`src/rtl/dma_region_range_table_core_defines.svh`:
```
// Assertion macros for the DMA region table.
// Used by dma_region_range_table_core; expects clk and rst_n in scope.
`ifndef DMA_REGION_RANGE_TABLE_CORE_DEFINES_SVH
`define DMA_REGION_RANGE_TABLE_CORE_DEFINES_SVH

// Same-cycle implication, disabled in reset.
`define DRRT_ASSERT_NOW(lbl, ant, con, msg) \
  lbl: assert property (@(posedge clk) disable iff (!rst_n) (ant) |-> (con)) else $error(msg);

// Next-cycle implication, disabled in reset.
`define DRRT_ASSERT_NEXT(lbl, ant, con, msg) \
  lbl: assert property (@(posedge clk) disable iff (!rst_n) (ant) |=> (con)) else $error(msg);

`endif

```
`src/rtl/drrt_pkg.sv`:
```
// Shared types and codes for the DMA region table.
// No dependencies.
package drrt_pkg;

  localparam logic [1:0] REQ_ADD    = 2'd0;
  localparam logic [1:0] REQ_FIND   = 2'd1;
  localparam logic [1:0] REQ_REMOVE = 2'd2;
  localparam logic [1:0] REQ_CLEAR  = 2'd3;

  localparam logic [1:0] STS_OK        = 2'd0;
  localparam logic [1:0] STS_EXISTS    = 2'd1;
  localparam logic [1:0] STS_NOT_FOUND = 2'd2;
  localparam logic [1:0] STS_FULL      = 2'd3;

  typedef struct packed {
    logic [1:0]  req_type;
    logic [63:0] address;
    logic [63:0] area_length;
    logic [63:0] user_address;
  } in_t;

  typedef struct packed {
    logic [1:0]  status;
    logic [63:0] hit_base;
    logic [63:0] hit_length;
    logic [63:0] hit_user_address;
    logic [3:0]  hit_slot;
  } out_t;

  // One table slot as held in the RAM.
  typedef struct packed {
    logic [63:0] base;
    logic [63:0] length;
    logic [63:0] user_address;
  } entry_t;

  localparam int ENTRY_W = $bits(entry_t);

  // Compare result of one slot against the current request.
  typedef struct packed {
    logic contain;
    logic base_eq;
  } match_t;

endpackage

```
`src/rtl/drrt_ram.sv`:
```
// Generic simple dual-port RAM, one write and one registered read port.
// No dependencies.
module drrt_ram #(
  parameter int WIDTH = 8,
  parameter int DEPTH = 16,
  parameter int AW    = (DEPTH > 1) ? $clog2(DEPTH) : 1
) (
  input  logic             clk,
  input  logic             we,
  input  logic [AW-1:0]    wr_addr,
  input  logic [WIDTH-1:0] wr_data,
  input  logic [AW-1:0]    rd_addr,
  output logic [WIDTH-1:0] rd_data
);

  logic [WIDTH-1:0] mem_r [DEPTH];
  logic [WIDTH-1:0] rd_data_r;

  always_ff @(posedge clk) begin
    if (we) begin
      mem_r[wr_addr] <= wr_data;
    end
    rd_data_r <= mem_r[rd_addr];
  end

  assign rd_data = rd_data_r;

endmodule

```
`src/rtl/drrt_match.sv`:
```
// Slot compare: exact base and 65-bit containment of an area.
// Depends on drrt_pkg.
module drrt_match (
  input  drrt_pkg::entry_t ent,
  input  logic [63:0]      address,
  input  logic [64:0]      area_end,
  input  logic             len_zero,
  output drrt_pkg::match_t m
);
  import drrt_pkg::*;

  logic [64:0] region_end;
  logic        base_eq;

  assign region_end = {1'b0, ent.base} + {1'b0, ent.length};
  assign base_eq    = (ent.base == address);

  assign m.base_eq = base_eq;
  // zero length: exact base; else base <= addr and region end covers area end
  assign m.contain = len_zero ? base_eq
                              : ((ent.base <= address) && (region_end >= area_end));

endmodule

```
`src/rtl/dma_region_range_table_core.sv`:
```
// Top level of the DMA region table: control, valid bits, output register.
// Depends on drrt_pkg, drrt_ram, drrt_match and the assertion macro header.
`include "dma_region_range_table_core_defines.svh"

// A table of TABLE_ENTRIES mapped DMA regions (base, length, user address)
// serving add, find, remove and clear requests, one result item per request
// item. Slot contents sit in one RAM with a registered read; the valid bits
// are flip-flops, so reset and clear empty the table at once and no clearing
// pass is needed. Every request except clear reads all slots in order, one
// RAM read per cycle, and the lowest matching valid slot wins; an add goes to
// the lowest free slot. One item is worked on at a time: the single RAM read
// port is walked slot by slot, the read data of each slot is checked in a
// compare stage, and a finishing state builds the result once the output
// register is free; clear goes straight to the finishing state. The finished
// result sits in an output register, so the next item can be accepted while
// it waits to be taken. hit_slot carries the low 4 bits of the slot number.
module dma_region_range_table_core #(
  parameter int TABLE_ENTRIES = 16
) (
  input  logic           clk,
  input  logic           rst_n,
  input  logic           in_valid,
  output logic           in_stall,
  input  drrt_pkg::in_t  in_data,
  output logic           out_valid,
  input  logic           out_stall,
  output drrt_pkg::out_t out_data
);
  import drrt_pkg::*;

  localparam int IW = (TABLE_ENTRIES > 1) ? $clog2(TABLE_ENTRIES) : 1;
  localparam int CW = $clog2(TABLE_ENTRIES + 1);
  localparam logic [IW-1:0] LAST_IDX = IW'(TABLE_ENTRIES - 1);
  localparam logic [CW-1:0] CNT_END  = CW'(TABLE_ENTRIES);

  localparam logic [1:0] STATE_IDLE = 2'd0;
  localparam logic [1:0] STATE_SCAN = 2'd1;
  localparam logic [1:0] STATE_FIN  = 2'd2;

  logic [1:0]              state_r, state_nxt;
  in_t                     item_r, item_nxt;
  logic [64:0]             area_end_r, area_end_nxt;
  logic                    len_zero_r, len_zero_nxt;
  logic [CW-1:0]           iss_cnt_r, iss_cnt_nxt;
  logic                    cmp_v_r, cmp_v_nxt;
  logic [IW-1:0]           cmp_idx_r, cmp_idx_nxt;
  logic                    hit_found_r, hit_found_nxt;
  logic [IW-1:0]           hit_idx_r, hit_idx_nxt;
  entry_t                  hit_ent_r, hit_ent_nxt;
  logic                    free_found_r, free_found_nxt;
  logic [IW-1:0]           free_idx_r, free_idx_nxt;
  logic [TABLE_ENTRIES-1:0] vld_r, vld_nxt;
  logic                    out_valid_r, out_valid_nxt;
  out_t                    out_data_r, out_data_nxt;

  logic                    accept;
  logic                    iss_pending;
  logic                    out_free;
  logic                    out_load;
  logic                    ram_we;
  logic [IW-1:0]           ram_wr_addr;
  entry_t                  ram_wr_ent;
  logic [ENTRY_W-1:0]      ram_rd_data;
  entry_t                  rd_ent;
  match_t                  m;
  logic                    slot_v;
  logic                    hit_now;

  assign in_stall    = (state_r != STATE_IDLE);
  assign accept      = in_valid && !in_stall;
  assign iss_pending = (state_r == STATE_SCAN) && (iss_cnt_r != CNT_END);
  assign out_free    = !out_valid_r || !out_stall;
  assign out_load    = (state_r == STATE_FIN) && out_free;

  assign out_valid = out_valid_r;
  assign out_data  = out_data_r;

  // Writes happen only in the finishing cycle and the next item's reads start
  // after it, so a read never overlaps a write to the same slot.
  drrt_ram #(
    .WIDTH (ENTRY_W),
    .DEPTH (TABLE_ENTRIES)
  ) u_ram (
    .clk     (clk),
    .we      (ram_we),
    .wr_addr (ram_wr_addr),
    .wr_data (ram_wr_ent),
    .rd_addr (iss_cnt_r[IW-1:0]),
    .rd_data (ram_rd_data)
  );

  assign rd_ent = entry_t'(ram_rd_data);

  drrt_match u_match (
    .ent      (rd_ent),
    .address  (item_r.address),
    .area_end (area_end_r),
    .len_zero (len_zero_r),
    .m        (m)
  );

  assign slot_v = vld_r[cmp_idx_r];

  always_comb begin
    case (item_r.req_type)
      REQ_ADD:    hit_now = m.contain || m.base_eq;
      REQ_FIND:   hit_now = m.contain;
      REQ_REMOVE: hit_now = m.base_eq;
      default:    hit_now = 1'b0;
    endcase
  end

  always_comb begin
    state_nxt      = state_r;
    item_nxt       = item_r;
    area_end_nxt   = area_end_r;
    len_zero_nxt   = len_zero_r;
    iss_cnt_nxt    = iss_cnt_r;
    cmp_v_nxt      = 1'b0;
    cmp_idx_nxt    = cmp_idx_r;
    hit_found_nxt  = hit_found_r;
    hit_idx_nxt    = hit_idx_r;
    hit_ent_nxt    = hit_ent_r;
    free_found_nxt = free_found_r;
    free_idx_nxt   = free_idx_r;
    vld_nxt        = vld_r;
    out_data_nxt   = out_data_r;
    ram_we         = 1'b0;
    ram_wr_addr    = free_idx_r;
    ram_wr_ent     = '{base: item_r.address, length: item_r.area_length,
                       user_address: item_r.user_address};

    out_valid_nxt = out_valid_r && out_stall;

    case (state_r)
      STATE_IDLE: begin
        if (accept) begin
          item_nxt       = in_data;
          area_end_nxt   = {1'b0, in_data.address} + {1'b0, in_data.area_length};
          len_zero_nxt   = (in_data.area_length == 64'd0);
          iss_cnt_nxt    = '0;
          hit_found_nxt  = 1'b0;
          free_found_nxt = 1'b0;
          state_nxt      = (in_data.req_type == REQ_CLEAR) ? STATE_FIN : STATE_SCAN;
        end
      end

      STATE_SCAN: begin
        // issue stage: one slot read per cycle
        if (iss_pending) begin
          iss_cnt_nxt = iss_cnt_r + CW'(1);
          cmp_v_nxt   = 1'b1;
          cmp_idx_nxt = iss_cnt_r[IW-1:0];
        end
        // compare stage: RAM data of the slot read last cycle
        if (cmp_v_r) begin
          if (slot_v && hit_now && !hit_found_r) begin
            hit_found_nxt = 1'b1;
            hit_idx_nxt   = cmp_idx_r;
            hit_ent_nxt   = rd_ent;
          end
          if (!slot_v && !free_found_r) begin
            free_found_nxt = 1'b1;
            free_idx_nxt   = cmp_idx_r;
          end
          if (cmp_idx_r == LAST_IDX) begin
            state_nxt = STATE_FIN;
          end
        end
      end

      STATE_FIN: begin
        if (out_free) begin
          out_valid_nxt = 1'b1;
          state_nxt     = STATE_IDLE;
          out_data_nxt  = '0;
          out_data_nxt.status = STS_NOT_FOUND;
          case (item_r.req_type)
            REQ_ADD: begin
              if (hit_found_r) begin
                out_data_nxt.status           = STS_EXISTS;
                out_data_nxt.hit_base         = hit_ent_r.base;
                out_data_nxt.hit_length       = hit_ent_r.length;
                out_data_nxt.hit_user_address = hit_ent_r.user_address;
                out_data_nxt.hit_slot         = 4'(hit_idx_r);
              end else if (free_found_r) begin
                ram_we                        = 1'b1;
                vld_nxt[free_idx_r]           = 1'b1;
                out_data_nxt.status           = STS_OK;
                out_data_nxt.hit_base         = item_r.address;
                out_data_nxt.hit_length       = item_r.area_length;
                out_data_nxt.hit_user_address = item_r.user_address;
                out_data_nxt.hit_slot         = 4'(free_idx_r);
              end else begin
                out_data_nxt.status = STS_FULL;
              end
            end
            REQ_FIND, REQ_REMOVE: begin
              if (hit_found_r) begin
                out_data_nxt.status           = STS_OK;
                out_data_nxt.hit_base         = hit_ent_r.base;
                out_data_nxt.hit_length       = hit_ent_r.length;
                out_data_nxt.hit_user_address = hit_ent_r.user_address;
                out_data_nxt.hit_slot         = 4'(hit_idx_r);
                if (item_r.req_type == REQ_REMOVE) begin
                  vld_nxt[hit_idx_r] = 1'b0;
                end
              end
            end
            default: begin
              // clear all
              out_data_nxt.status = STS_OK;
              vld_nxt             = '0;
            end
          endcase
        end
      end

      default: begin
        state_nxt = STATE_IDLE;
      end
    endcase
  end

  always_ff @(posedge clk) begin
    if (!rst_n) begin
      state_r     <= STATE_IDLE;
      cmp_v_r     <= 1'b0;
      iss_cnt_r   <= '0;
      vld_r       <= '0;
      out_valid_r <= 1'b0;
    end else begin
      state_r     <= state_nxt;
      cmp_v_r     <= cmp_v_nxt;
      iss_cnt_r   <= iss_cnt_nxt;
      vld_r       <= vld_nxt;
      out_valid_r <= out_valid_nxt;
    end
  end

  always_ff @(posedge clk) begin
    item_r       <= item_nxt;
    area_end_r   <= area_end_nxt;
    len_zero_r   <= len_zero_nxt;
    cmp_idx_r    <= cmp_idx_nxt;
    hit_found_r  <= hit_found_nxt;
    hit_idx_r    <= hit_idx_nxt;
    hit_ent_r    <= hit_ent_nxt;
    free_found_r <= free_found_nxt;
    free_idx_r   <= free_idx_nxt;
    out_data_r   <= out_data_nxt;
  end

  // A pending result is never overwritten.
  `DRRT_ASSERT_NOW(a_no_overwrite, out_load && out_valid_r, !out_stall, "result overwritten")

  // A successful add sets exactly one more valid bit.
  `DRRT_ASSERT_NEXT(a_add_one_slot, out_load && (item_r.req_type == REQ_ADD) && !hit_found_r && free_found_r, $countones(vld_r) == $past($countones(vld_r)) + 1, "add did not fill one slot")

  // Clear leaves the table empty.
  `DRRT_ASSERT_NEXT(a_clear_empty, out_load && (item_r.req_type == REQ_CLEAR), vld_r == '0, "clear left valid slots")

endmodule
```
`config.mk`:
```
export PLATFORM = sky130hd
export DESIGN_NAME = dma_region_range_table_core
export DESIGN_NICKNAME = d
export VERILOG_FILES = /design/src/rtl/drrt_pkg.sv /design/src/rtl/drrt_ram.sv /design/src/rtl/drrt_match.sv /design/src/rtl/dma_region_range_table_core.sv
export VERILOG_INCLUDE_DIRS = /design/src /design/src/rtl
export SDC_FILE = /design/constraint.sdc
export NUM_CORES = 2
export LEC_CHECK = 0
export BUFFER_PORTS_ARGS = -buffer_cell sky130_fd_sc_hd__buf_2
export CORE_UTILIZATION = 40
export DETAILED_ROUTE_END_ITERATION = 6
export PLACE_DENSITY_LB_ADDON = 0.12
export SETUP_SLACK_MARGIN = 0.05
export SKIP_CTS_REPAIR_TIMING = 1
export SYNTH_ARGS = -nofsm -noshare
export SYNTH_HDL_FRONTEND = slang
export SYNTH_HIERARCHICAL = 1
export SYNTH_SLANG_ARGS = --single-unit
```
`constraint.sdc`:
```
create_clock -name clk -period 38.8 [get_ports clk]
set_input_delay 5.82 -clock clk [delete_from_list [all_inputs] [get_ports clk]]
set_output_delay 5.82 -clock clk [all_outputs]
set_load 0.01 [all_outputs]
```
# After elaboration in Yosys (flattened, before gate mapping)
# Memory sizes are Yosys's and may differ from the RTL's. A register that Yosys moved wholly into a read port is not among the register bits.
# Index checks and enable logic that the tools add are counted.
op_classes:
  eq_ne: 19
  reduce_logical: 34
  n_bitwise: 3
  n_addsub: 3
  order_cmp: 7
  mux: 45
ops:
  columns: ["op", "count"]
  rows:
  - ["2-to-1 mux 198 bit", 2]
  - ["case mux 196 bit (2 select lines)", 1]
  - ["2-to-1 mux 196 bit", 1]
  - ["adder 64 x 64 -> 65 bit", 2]
  - ["greater-or-equal comparator 65 bit", 1]
  - ["equality test 64 bit", 1]
  - ["<= comparator 64 bit", 1]
  - ["logical NOT 64 bit", 1]
  - ["2-to-1 mux 16 bit", 4]
  - ["case mux 16 bit (2 select lines)", 1]
  - ["2-to-1 mux 1 bit", 19]
  - ["bitwise AND 16 bit", 1]
  - ["inequality test 2 bit, second input constant", 8]
  - ["NOT 16 bit", 1]
  - ["OR 16 bit", 1]
  - ["< comparator 4 x 5 -> 1 bit, second input constant", 3]
  - ["2-to-1 mux 2 bit", 6]
  - ["AND reduction 4 bit", 3]
  - ["2-to-1 mux 5 bit", 2]
  - ["case mux 5 bit (2 select lines)", 1]
  - ["logical AND 1 bit", 9]
  - ["AND reduction 3 bit", 3]
  - ["demux 1 bit (select 4 bit)", 2]
  - ["greater-or-equal comparator 4 x 1 -> 1 bit, second input constant", 2]
  - ["18 further kinds", 35]
totals:
  inputBits: 198
  n_memories: 1
  ramBits: 3072
  output_inout_bits: 200
  word_cells: 136
  regBits: 689
memory_table:
  columns: ["name", "words", "word_bits", "rd", "rd_clocked_by_memory_dff", "wr", "line_no", "rtl"]
  rows:
  - ["u_ram.mem_r", 16, 192, 1, 1, 1, "drrt_ram.sv:16", "logic [WIDTH-1:0] mem_r [DEPTH];"]

# Depth between registers and ports, before layout
logic_depth:
  ltp_word: 11
  ltp_mapped: 25

# Cells and area by module
# The synthesis kept the hierarchy.
by_module_without_submodules:
  columns: ["mod", "n_inst", "seq_area_each_um2", "area_each_um2", "cells_per_inst"]
  rows:
  - ["drrt_ram", 1, 96092.2, 118802.7, 5024]
  - ["dma_region_range_table_core", 1, 20439.6, 27163.6, 1651]
  - ["drrt_match", 1, 0.0, 7016.7, 1005]

# Least setup slack after synthesis
# OpenSTA, ideal clock, no wires.
synth_timing:
  path_kind: "input to register"
  from: "in out_stall"
  to: "mem u_ram/mem_r[0][0] in the netlist's numbering (enable)"
  setup_slack_ps: 8276
  cell_stages: 4
  required_time_ps: 37821
  arrival_time_ps: 29545
  setup_time_ps: 979
  cell_sequence: "a21oi_1 and2_1 or3b_2 nor3_1"
synth_between:
  elab_chain_cells: 6
synth_rtl:
  columns: ["element", "line_no", "rtl"]
  rows:
  - ["start: declaration", "dma_region_range_table_core.sv:26", "input logic out_stall,"]
  - ["logical NOT 1 bit", "dma_region_range_table_core.sv:72", "assign out_free = !out_valid_r || !out_stall;"]
  - ["logical OR 1 bit", "dma_region_range_table_core.sv:72", null]
  - ["2-to-1 mux 1 bit", "dma_region_range_table_core.sv:173", "if (out_free) begin"]
  - ["2-to-1 mux 1 bit", "dma_region_range_table_core.sv:135", "case (state_r)"]
  - ["named net ram_we", "dma_region_range_table_core.sv:60", "logic ram_we;"]
  - ["2-to-1 mux 1 bit", "drrt_ram.sv:20", "if (we) begin"]
  - ["2-to-1 mux 1 bit (not written as such)", "drrt_ram.sv:21", "mem_r[wr_addr] <= wr_data;"]
  - ["end: declaration", "drrt_ram.sv:16", null]
# The timed path passes the listed nets, and every way through them passes these cells.

# Worst setup path in the final report
layout_timing:
  from: "in out_stall"
  to: "mem u_ram/mem_r[8][77] in the netlist's numbering (enable)"
# The elaborated chain is that of the path after synthesis.

==> metrics.md <==
| Metric | Value |
|---|---|
| Outcome | completed |
| CTS buffer count | 423 |
| Final worst setup slack | 29.00 ns |
| Longest Clk Path Bufs | 4 |
| Reg2reg start | u_ram/rd_data[64] |
| WL/cell | 32.96 um |
| Fmax | 0.1020 GHz |
| Top cell type's share of synthesized area | 0.7333 |
| Post-synthesis sequential area ratio | 0.7617 |
| Synth Warn # | 6 |
| Synth async-reset ratio | 0 |
| Setup Crit Path Kind | in -> reg |
| Main flop type after synthesis | edfxtp_1 |
| CP max stage delay | 0.88 ns |
| Fillcell total | 32040 |
| Initial antenna violation count | 27 |
| Minimum clock period | 9.802 ns |
| Nets | 8765 |
| Top post-synthesis cells by area | edfxtp_1 (73%), mux4_2 (11%), dfxtp_1 (2.8%) |
| Synth top cells by count | edfxtp_1 (3736), mux4_2 (722), a22oi_1 (336) |
| Port bufs | 397 |
| Mean area per synthesized cell | 19.92 um^2 |
| Tot Pwr | 9.358 mW |
| Reg-to-Reg End | hit_ent_r[65] |
| Yosys cell types | 92 |
| CTS tree | built |
| Slowest CP cell | buf_4 |
| CTS Sinks | 3953 |
| Core Region | 379800 um^2 |
| Starting density of the core | 0.4028 |
| Lkg Pwr | 56.84 nW |
| Final core area utilization | 0.4603 |
| Via density | 5.773 |
| RSZ-0062 raised after global routing | false |
| Slew of the pin with the lowest slew margin | 1.343 ns |
| DIE HEIGHT | 620.4 um |
| Critical Path RT | 39.36 ns |
| H-tree levels | 5 |
| Final Max Slew Viols | 0 |
| PwrDens | 53.54 nW/um^2 |
| CP Data Arrival Time | 10.36 ns |
| Reg2Reg Setup Slack | 29.83 ns |
| Place WS | 27.96 ns |
| Clock transition at path regs | 0.06 ns |
| GPL Wtd Cong | 0.8894 |
| HPWL Detailed | 274.4 mm |
| Cells after synthesis | 7680 |
| Largest net degree at the start of global routing | 121 |
| CP dominant cell by count | buf_4 |
| WL final | 451.4 mm |
| Design area | 174800 um^2 |
| Post-Layout Cell Count | 13700 |
| Gr usage total | 0.2326 |
| DR pass1 iterations | 6 |
| CTS root buffer | clkbuf_16 |
| Share of cells above drive strength 1 | 0.2260 |
| Max Fanout on Critical Path | 45 |
| Most common cell in the netlist | edfxtp_1 |
| Max_cap viols | 0 |
| Remaining Overflow, GRT | 0 |
| EDFF count, synth | 3736 |
| DP Area | 161300 um^2 |
| Max IR drop VDD | 0.03874 mV |
| First-pass GRT wire length | 630.8 mm |
| Final TNS setup | 0 ns |
| Seq cells post-synth | 3953 |
| DRC Markers | 0 |
| Critical Path End Type | flop |
| Final ANT Viol Nets | 0 |
| Hold Crit Class | reg -> reg |
| Vias in the first global route | 80300 |
| Origin of the worst setup path | out_stall |
| Die area | 384900 um^2 |
| Iter 0 DRT Violations | 8169 |
| Endpoints failing hold | 0 |
| Synth Cell Area | 153000 um^2 |
| Syn Nets | 8144 |
| Relative slew margins | 0.09962 |
| Row count | 226 |
| Yosys top cell by area | edfxtp_1 |
| Worst Setup EP | u_ram/mem_r[8][77] |
| Hold Slack | 0.4007 ns |
| CP Launch Type | primary input |
| Die width | 620.4 um |
| Reg2reg path depth | 25 |
| Final count of negative-setup-slack endpoints | 0 |
| Worst-skew pair later-pin latency | 0.98 ns |
| Final Skew | 0.05721 ns |
| Synth-to-Final Area Change | 14.25% |
| Tcrit/Tclk final | 0.2526 |
| Placed insts | 12890 |
| Via Count | 79060 |
| I/O pins | 398 |
| Critical-path cell list | buf_2 -> a21oi_4 -> buf_4 -> and2_1 -> nand3b_1 -> nor3_2 -> buf_4 -> buf_4 -> buf_4 -> buf_4 |
## per-layer routing
layer	GRT usage	up-vias	wire length (um)
met1	0.3217	42880	192800
met4	0.05976	6	12490
li1	-	33070	-
met2	0.3891	2583	222400
met3	0.03072	515	23680
met5	0	-	37
## worst max-delay path, delay by kind of cell
kind | cells | cell delay, ns
and+or+nand+nor | 3 | 0.83
AOI/OAI and AO/OA | 1 | 0.10
buffers and inverters | 6 | 3.38
## worst min path at each step
stage / start / end / slack (ns) / cells after the start
2_1_floorplan: u_ram/rd_data[0] / hit_ent_r[0] / 0.39 / 0
3_3_place_gp: u_ram/rd_data[10] / hit_ent_r[10] / 0.39 / 0
3_5_place_dp: u_ram/rd_data[4] / hit_ent_r[4] / 0.39 / 0
4_1_cts: u_ram/rd_data[61] / hit_ent_r[61] / 0.40 / 0
5_1_grt: u_ram/rd_data[34] / hit_ent_r[34] / 0.41 / 0
6_report: u_ram/rd_data[19] / hit_ent_r[19] / 0.40 / 0
## state kept, by name, indices dropped and copies added, names as in the netlist, 5 cells and up
| name | count |
|---|---|
| out_data | 198 |
| iss_cnt_r | 5 |
| hit_ent_r | 192 |
| u_ram/mem_r | 3072 |
| item_r | 194 |
| vld_r | 16 |
| u_ram/rd_data | 192 |
| area_end_r | 65 |
## where the power goes
part           switching, mW  internal (mW)
combinational          0.327          0.216
sequential             0.120           4.76
clock                   1.68           2.26
## cell families after synthesis
logic type | after synthesis | share of synthesized area
AOI/OAI and AO/OA | 1262 | 0.05860
muxes | 844 | 0.1143
adders and majority gates | 266 | 0.02185
DFF | 3953 | 0.7617
xor gates and xnor gates | 125 | 0.007206
and+or+nand+nor | 698 | 0.02130
buffers and inverters | 532 | 0.01504
## final cells by class
type | count | area, um^2 | area share
Antenna cell | 16 | 40.04 | 0.0002291
Clock buffer | 583 | 11620 | 0.06649
Clock inverter | 204 | 1866 | 0.01067
Inverter | 171 | 650.6 | 0.003722
Multi-Input combinational cell | 3195 | 34380 | 0.1967
Sequential cell | 3953 | 116500 | 0.6668
Tap cell | 5016 | 6276 | 0.03591
Timing Repair Buffer | 557 | 3413 | 0.01953
## cell usage in the layout (no fill, tap or decap), types with 28 or more instances in the layout
cell,n
a211oi_1,43
xor2_1,53
clkbuf_16,427
clkbuf_8,35
buf_2,397
xnor2_1,71
dfxtp_1,213
clkinv_2,71
a21oi_1,238
a22oi_1,336
ha_1,264
clkbuf_1,121
a22o_1,190
a31oi_1,29
o21ai_0,110
mux4_2,722
nor3_1,28
clkinv_1,72
o22ai_1,29
nand2_1,295
nand4_1,74
mux2i_1,122
nor2_1,117
buf_4,142
edfxtp_1,3736
o211ai_1,37
a21o_1,124
nand3_1,36
inv_1,169
Power figures use the tool's default switching activity.
